`config.mk`:
```
export PLATFORM = sky130hd
export DESIGN_NAME = rk4_ctrl
export DESIGN_NICKNAME = d
export VERILOG_FILES = /design/src/rtl/rk4_pkg.sv /design/src/rtl/rk4_ctrl.sv
export SDC_FILE = /design/constraint.sdc
export NUM_CORES = 1
export LEC_CHECK = 0
export BUFFER_PORTS_ARGS = -buffer_cell sky130_fd_sc_hd__buf_2
export CAP_MARGIN = 20
export CORE_AREA = 5 5 42 44
export CTS_BUF_LIST = sky130_fd_sc_hd__clkbuf_16
export CTS_CLUSTER_SIZE = 12
export DETAILED_ROUTE_END_ITERATION = 16
export DIE_AREA = 0 0 47 49
export GPL_ROUTABILITY_DRIVEN = 0
export GPL_TIMING_DRIVEN = 0
export PLACE_DENSITY = 0.68
export SYNTH_ARGS = -nofsm -noshare
export SYNTH_HDL_FRONTEND = slang
export SYNTH_SLANG_ARGS = --single-unit
```
`constraint.sdc`:
```
create_clock -name clk -period 2 [get_ports clk]
set_input_delay 0.5 -clock clk [delete_from_list [all_inputs] [get_ports clk]]
set_output_delay 0.5 -clock clk [all_outputs]
set_load 0.1 [all_outputs]
```
`src/rtl/rk4_pkg.sv`:
```
// ----------------------------------------------------------------------------
// rk4_pkg
// Shared codes, constants and controller/datapath handshake types.
// ----------------------------------------------------------------------------
`default_nettype none
package rk4_pkg;

    // command codes of an input item
    localparam logic [1:0] CMD_MAT   = 2'd0;
    localparam logic [1:0] CMD_STATE = 2'd1;
    localparam logic [1:0] CMD_RUN   = 2'd2;
    localparam logic [1:0] CMD_NOP   = 2'd3;

    // configuration register indexes
    localparam logic REG_STEP = 1'b0;
    localparam logic REG_DIM  = 1'b1;

    localparam int DT_BITS    = 24;
    localparam int DIV_STEPS  = 3;
    localparam logic [23:0] STEP_RESET = 24'd167772;
    localparam logic [5:0]  DIM_RESET  = 6'd30;

    // commands from controller to datapath
    typedef struct packed {
        logic run_start;
        logic mac_mul;
        logic mac_acc;
        logic k_sat;
        logic k_mul;
        logic k_fin;
        logic upd;
        logic use_i;
        logic fin_ld;
        logic div_step;
        logic fin_out;
    } ctrl_t;

    // status from datapath to controller
    typedef struct packed {
        logic j_last;
        logic i_last;
        logic s_last;
        logic div_done;
        logic out_free;
    } stat_t;

endpackage
`default_nettype wire

```
`src/rtl/rk4_ctrl.sv`:
```
// ----------------------------------------------------------------------------
// rk4_ctrl
// Sequencer: MAC loop per row, stage update, final divide and output.
// ----------------------------------------------------------------------------
`default_nettype none
module rk4_ctrl (
    input  wire logic          clk,
    input  wire logic          rst_n,
    input  wire logic          in_valid,
    input  wire logic [1:0]    cmd,
    output logic               in_ready,
    input  wire rk4_pkg::stat_t st,
    output rk4_pkg::ctrl_t     ctl
);

    localparam logic [3:0] S_IDLE = 4'd0;
    localparam logic [3:0] S_MRD  = 4'd1;
    localparam logic [3:0] S_MMUL = 4'd2;
    localparam logic [3:0] S_MACC = 4'd3;
    localparam logic [3:0] S_KSAT = 4'd4;
    localparam logic [3:0] S_KMUL = 4'd5;
    localparam logic [3:0] S_KFIN = 4'd6;
    localparam logic [3:0] S_UPD  = 4'd7;
    localparam logic [3:0] S_FRD  = 4'd8;
    localparam logic [3:0] S_FLD  = 4'd9;
    localparam logic [3:0] S_FDIV = 4'd10;
    localparam logic [3:0] S_FOUT = 4'd11;

    logic [3:0] state_reg, state_next;

    assign in_ready = (state_reg == S_IDLE);

    // next state and commands
    always_comb
    begin
        state_next = state_reg;
        ctl        = '0;
        case (state_reg)
            S_IDLE:
            begin
                if (in_valid && cmd == rk4_pkg::CMD_RUN)
                begin
                    ctl.run_start = 1'b1;
                    state_next    = S_MRD;
                end
            end
            S_MRD:  state_next = S_MMUL;
            S_MMUL:
            begin
                ctl.mac_mul = 1'b1;
                state_next  = S_MACC;
            end
            S_MACC:
            begin
                ctl.mac_acc = 1'b1;
                state_next  = st.j_last ? S_KSAT : S_MRD;
            end
            S_KSAT:
            begin
                ctl.k_sat  = 1'b1;
                state_next = S_KMUL;
            end
            S_KMUL:
            begin
                ctl.k_mul  = 1'b1;
                state_next = S_KFIN;
            end
            S_KFIN:
            begin
                ctl.k_fin  = 1'b1;
                ctl.use_i  = 1'b1;
                state_next = S_UPD;
            end
            S_UPD:
            begin
                ctl.upd    = 1'b1;
                ctl.use_i  = 1'b1;
                state_next = (st.i_last && st.s_last) ? S_FRD : S_MRD;
            end
            S_FRD:
            begin
                ctl.use_i  = 1'b1;
                state_next = S_FLD;
            end
            S_FLD:
            begin
                ctl.use_i  = 1'b1;
                ctl.fin_ld = 1'b1;
                state_next = S_FDIV;
            end
            S_FDIV:
            begin
                ctl.use_i = 1'b1;
                if (st.div_done)
                    state_next = S_FOUT;
                else
                    ctl.div_step = 1'b1;
            end
            S_FOUT:
            begin
                ctl.use_i = 1'b1;
                if (st.out_free)
                begin
                    ctl.fin_out = 1'b1;
                    state_next  = st.i_last ? S_IDLE : S_FRD;
                end
            end
            default: state_next = S_IDLE;
        endcase
    end

    always_ff @(posedge clk or negedge rst_n)
    begin
        if (!rst_n)
            state_reg <= S_IDLE;
        else
            state_reg <= state_next;
    end

endmodule
`default_nettype wire

```
==> key figures, run 1 <==
Logic synthesis
  – Largest family of logic cells by synthesized area: simple AND/OR/NAND/NOR gates
  – Synthesized area: 379.1 um^2
  – #FFs+latches synth: 4
  – Ys Warns: 0
  – Post-synthesis sequential area ratio: 0.2640
  – Simple logic cell fraction of the synthesized area: 0.4422
  – Synthesized area per cell: 8.242 um^2
  – Multiplexer share of the synthesized area: 0.05281
  – XOR/XNOR share of the synthesized area: 0
  – Post-synthesis cell count: 46
  – Cell variety after synth: 19
  – Syn Nets: 56
  – Synth Area in Compound Gates: 0.1914
  – Post-Synth Adder-Cell Area: 0

Place
  – Post-DP Area: 579.3 um^2
  – Detailed placer's ending HPWL: 807.2 um
  – Port Buffer Count: 21

Cells and area
  – Diodes inserted: 0
  – Layout cells sized above 1: 0.6709
  – Fin nets: 90
  – Area growth, synth to finish: 110.6%
  – Fillers: approximately 140
  – Final std cell area, no fill: 798.3 um^2
  – Largest register FFs: 4

Timing
  – Minimum clock period: 2.020 ns
  – RSZ-0062 raised after global routing: yes
  – Worst slew pin tran: 0.2800 ns
  – Final period util: 1.010
  – Total negative slack: -0.01953 ns
  – Hold violation count in the final report: 0
  – Clk_skew: 0.004342 ns
  – Max Clk Rate: 495.2 MHz
  – Max Slew Vio Count: 0
  – Final setup viols: 1
  – Setup slack after layout: -0.01953 ns
  – Slew HR: 0.8119

CTS
  – Worst skew pair latency: 0.23 ns
  – CTS clk-pin slew, worst paths: 0.03 ns
  – Clock sinks: 4
  – Num CTS Buffers: 3
  – CTS tree: yes
  – Clock Tree Root: clkbuf_16
  – Hold buffers post-CTS: 0
  – Clock Tree Buf Depth: 2
  – H-tree levels: 1

Floorplanning
  – Core Rows: 14
  – Die width: 47 um
  – Chip Height: 49 um
  – CORE AREA: 1401 um^2
  – # IOs: 22
  – Die area: approximately 2300 um^2
  – Initial Utilization: 0.2705

Drt
  – Drt pass-1 iters: 4
  – DR vias: 465
  – Via/cell ratio: 4.895
  – Routed Antenna Nets: 0
  – Routed len/inst: ~12 um
  – DRC: 0
  – Number of DRC markers in iteration 0: 9
  – Detailed Route WL: between 1 and 1.5 mm

Worst hold path
  – Hold Crit Class: in2async

Global routing
  – GRT Total Usage: 0.1109
  – Largest net degree at the start of global routing: 11
  – First-pass GRT wire length: 1.849 mm
  – Initial antenna violation count: 0
  – Grt ovf: 0
  – Number of global-route vias before repair: between 400 and 500

Critical path
  – R2r setup slk: approximately 0.72 ns
  – WS Path Type: reg2out
  – Worst EP arrival: 1.52 ns
  – Crit-path max FO: 6
  – Worst Setup End Kind: output pin
  – Worst EP required: about 1.5 ns
  – Setup crit start kind: flop

Outcome
  – Status: finished with violations
  – Failing checks: negative setup slack

Run
  – Max_cap viols: 0
cell usage after synthesis:
| cell | count | area share |
|---|---|---|
| a31o_1 | 3 | 0.069 |
| a32oi_1 | 1 | 0.023 |
| and3_1 | 3 | 0.050 |
| and4b_1 | 1 | 0.026 |
| buf_2 | 3 | 0.040 |
| dfrtp_1 | 4 | 0.26 |
| inv_2 | 1 | 0.0099 |
| mux2i_1 | 2 | 0.053 |
| nand2_1 | 5 | 0.050 |
| nand2_2 | 1 | 0.017 |
| nand2b_1 | 4 | 0.066 |
| nand3b_1 | 1 | 0.020 |
| nor2_1 | 6 | 0.059 |
| nor2b_1 | 2 | 0.033 |
| nor3_1 | 5 | 0.066 |
| nor4_4 | 1 | 0.056 |
| o21ai_0 | 1 | 0.013 |
| o32ai_2 | 1 | 0.043 |
| o41ai_2 | 1 | 0.043 |
metrics by stage:
stage / hold WS (ns) / setup slack [ns] / cells / util
CTS: 0.06607 / -0.06845 / 87 / 0.5089
floorplan: 0.2044 / -0.7621 / 46 / -
global placement: 0.3049 / 0.008750 / 83 / 0.4134
detailed placement: 0.3054 / -0.01234 / 83 / 0.4134
global route: 0.06933 / -0.08188 / 95 / 0.5696
finish: 0.06646 / -0.01953 / 95 / 0.5696
final cells by class:
type / instances / area [um^2] / share of cell area
tap: 16 / 20.02 / 0.02508
buffer: 3 / 30.03 / 0.03762
inverter: 1 / 3.754 / 0.004702
multi-input combinational: 38 / 337.8 / 0.4232
sequential: 4 / 101.3 / 0.1270
clock buffer: 3 / 75.07 / 0.09404
timing repair buffer: 29 / 226.5 / 0.2837
clock inverter: 1 / 3.754 / 0.004702
cells in the final DEF (no fill, tap or decap), types with 2 or more instances in the layout:
cell,synthesis,final
nor2b_1,2,2
buf_6,0,7
buf_4,0,15
nand2_1,5,5
nand2b_1,4,2
a31o_1,3,3
nor3_2,0,3
clkbuf_16,0,3
nor2_4,0,5
dfrtp_1,4,3
and3_1,3,3
mux2i_1,2,2
buf_2,3,9
per-layer routing:
metal  up-vias  GRT usage  part of all wire
met1       217     0.1308              0.36
met3         2    0.02583             0.060
met5         -          0                 0
li1        231          -                 -
met4         0    0.08295             0.025
met2        15     0.1652              0.55
final timing paths:
check                             startpoint      endpoint  depth (start not counted)
min in group clk                state_reg[3]  state_reg[2]                          2
worst min-delay path                   rst_n  state_reg[0]                          1
worst max register to register  state_reg[0]  state_reg[1]                          4
worst min register to register  state_reg[3]  state_reg[2]                          2
worst max-delay path            state_reg[0]       ctl[10]                          4
max in group asynchronous              rst_n  state_reg[1]                          1
kinds of logic (layout without fill, tap and decap cells):
logic type | after synthesis | count (layout)
muxes | 2 | 2
DFF | 4 | 4
buffers and inverters | 4 | 37
AOI/OAI and AO/OA | 7 | 7
and+or+nand+nor | 29 | 29
critical path: stages (launching register included):
cell and delay (ns):
dfrtp_1 0.36, buf_6 0.13, nor4_4 0.33, and4b_4 0.30, buf_12 0.17
repair_timing:
action                                  CTS  global route
setup buffers                             0             8
pin swaps                                 1             2
gates resized for setup                  19             9
endpoints found under the setup margin   12             8
Power of run 1 is not shown: default switching activity piles up to over one toggle a cycle in this logic, so the estimate is an artifact.
==> run 2: changes to the inputs <==
Settings changed: ABC_AREA from default to 1, PLACE_DENSITY 0.68 to 0.67.
==> run 2 against run 1 <==
  * The flow now finishes without violations
  * Count of clock-buffer cells in the layout stayed put
  * Critical endpoint unchanged
  * Critical path type unchanged
  * Wire length is 14% lower
  * Via count is 1.7% lower
  * Worst setup slack better by 0.12 ns
  * Global-route usage is 0.71 points lower
==> key figures, run 2 <==
Logic synthesis
  – #FFs+latches synth: 4 (unchanged)
  – Post-synthesis sequential area ratio: 0.2749 (+0.01089)
  – Post-synthesis cell count: 64 (+39%)
  – Leading cell type by number of instances after synthesis: nand2_1
  – Number of flops mapped to enable cells by yosys: 0 (unchanged)
  – Synthesized area per cell: 5.689 um^2 (-31%)
  – Syn Nets: 74 (+32%)
  – Area leader, netlist: dfrtp_1
  – Most common library cells after synthesis: 20 x nand2_1, 12 x inv_1, 10 x nor2_1, 4 x dfrtp_1
  – Synthesized area: 364.1 um^2 (-4.0%)
  – Synth top area share: 0.2749 (+0.01089)
  – Cell variety after synth: 15 (-4)
  – Synth top area cells: dfrtp_1 27%, nand2_1 21%, inv_1 12%
  – Ys Warns: 0 (unchanged)
  – Async SR Flop Fraction: 1.000 (unchanged)
  – Dominant synthesized flop cell: dfrtp_1

Floorplanning
  – Core Rows: 14 (unchanged)
  – Chip Height: 49 um (unchanged)
  – Die width: 47 um (unchanged)
  – Die area: 2303 um^2 (unchanged)
  – Initial Utilization: 0.2598 (-0.01071)
  – # IOs: 22 (unchanged)
  – CORE AREA: 1401 um^2 (unchanged)

Drt
  – Number of DRC markers in iteration 0: 7 (-2)
  – DR vias: 457 (-1.7%)
  – Drt pass-1 iters: 4 (unchanged)
  – Routed len/inst: 9.269 um (-21%)
  – DRC: 0 (unchanged)
  – Via/cell ratio: 4.394 (-10%)
  – Detailed Route WL: 964 um (-14%)
  – Routed Antenna Nets: 0 (unchanged)

CTS
  – Num CTS Buffers: 3 (unchanged)
  – H-tree levels: 1 (unchanged)
  – Post-CTS Setup Repair Bufs: 0 (unchanged)
  – Clock Tree Buf Depth: 2 (unchanged)
  – Clock Tree Root: clkbuf_16
  – CTS clk-pin slew, worst paths: 0.03 ns (about the same)
  – Worst skew pair latency: 0.22 ns (about the same)
  – CTS tree: yes
  – Clock sinks: 4 (unchanged)

Global routing
  – Grt ovf: 0 (unchanged)
  – First-pass GRT wire length: 1.759 mm (-4.9%)
  – Number of global-route vias before repair: 435 (-1.6%)
  – Largest net degree at the start of global routing: 9 (-2)
  – GRT Total Usage: 0.1038 (-0.007062)
  – Initial antenna violation count: 0 (unchanged)

Timing
  – Final setup viols: 0 (-1)
  – Max Slew Vio Count: 0 (unchanged)
  – Minimum clock period: 1.899 ns (-0.1202 ns)
  – Max Clk Rate: 526.5 MHz (+6.3%)
  – RSZ-0062 raised after global routing: yes
  – Hold violation count in the final report: 0 (unchanged)
  – Slew HR: 0.6789 (-0.1330)
  – Clk_skew: 0.001467 ns (-0.002875 ns)
  – Final period util: 0.9496 (-0.06012)
  – Setup slack after layout: 0.1007 ns (+0.1202 ns)
  – Total negative slack: 0 ns (+0.01953 ns)
  – Final hold slack: 0.07833 ns (+0.01187 ns)
  – Worst slew pin tran: 0.4850 ns (+0.2049 ns)

Place
  – Port Buffer Count: 21 (unchanged)
  – Detailed placer's ending HPWL: 829.4 um (+2.8%)
  – Pre-CTS setup slack: 0.1178 ns (+0.1301 ns)

Outcome
  – Status: finished, final reports clean

Critical path
  – Setup crit start kind: flop
  – WS Path Type: reg2out
  – Crit-path max FO: 5 (-1)
  – Worst EP arrival: 1.40 ns (-0.12 ns)
  – Worst Setup End Kind: output pin
  – Worst EP required: 1.50 ns (about the same)

Cells and area
  – Area growth, synth to finish: 71.13%
  – Most common cell after layout, fill and taps aside: nand2_1
  – Fin nets: 100 (+11%)
  – Final Core Density: 0.4446 (-0.1250)
  – Diodes inserted: 0 (unchanged)
  – Largest register FFs: 4 (unchanged)
  – Most frequent cells in the layout: 20 x nand2_1, 12 x inv_1, 10 x buf_2, 7 x nor2_2, 6 x clkbuf_4
  – Layout cells sized above 1: 0.4432 (-0.2277)

Worst hold path
  – Hold Crit Class: in2async

Run
  – Max_cap viols: 0 (unchanged)
run 2: cell count changes after synthesis, moves of 4 or more:
cell,previous run,this run
inv_1,0,12
nand2b_1,4,0
nand2_1,5,20
nor2_1,6,10
run 2: final cells by class:
cell class | count | area (um^2)
inverters | 14 | 53.80
repair buffers | 21 | 136.4
flip-flops and latches | 4 | 100.1
well taps | 16 | 20.02
multi-input cells | 46 | 237.7
fillers | 163 | 778.2
clock buffers | 3 | 75.07
run 2: final timing paths:
kind	startpoint	endpoint	slack, ns	cells after the start
setup / recovery	state_reg[3]	ctl[10]	0.10	4
hold reg to reg	state_reg[0]	state_reg[2]	0.70	3
setup reg to reg	state_reg[3]	state_reg[0]	0.81	7
max in group asynchronous	rst_n	state_reg[1]	1.80	1
hold / removal	rst_n	state_reg[2]	0.08	1
min in group clk	st[4]	state_reg[2]	0.58	3
run 2: what timing repair did:
action	4_1_cts	5_1_grt
gates resized for setup	5	8
endpoints found under the setup margin	5	8
hold buffers	0	0
run 2: kinds of logic after synthesis:
| family | Yosys count | synth area share |
|---|---|---|
| buf+inv | 14 | 0.1477 |
| compound gates | 4 | 0.06875 |
| simple gates | 42 | 0.5086 |
| flops | 4 | 0.2749 |
run 2: through the flow:
step,std cells,cell area [um^2]
6_report,104,623.1
5_1_grt,104,623.1
4_1_cts,104,601.8
3_5_place_dp,101,514.2
3_3_place_gp,101,514.2
2_1_floorplan,64,389.1
run 2: worst max-delay path, cell delays in order, from the launching register on:
cell     delay (ns)
dfrtp_1        0.45
nor2_2         0.20
nand2_2        0.10
nor3_2         0.11
buf_4          0.31
run 2: routing by layer:
metal | routed length (um) | GRT usage
met5 | 0 | 0
met4 | 0 | 0.04147
met3 | 61 | 0.04428
met2 | 513 | 0.1584
met1 | 389 | 0.1242
Power of run 2 is left out for the same reason.
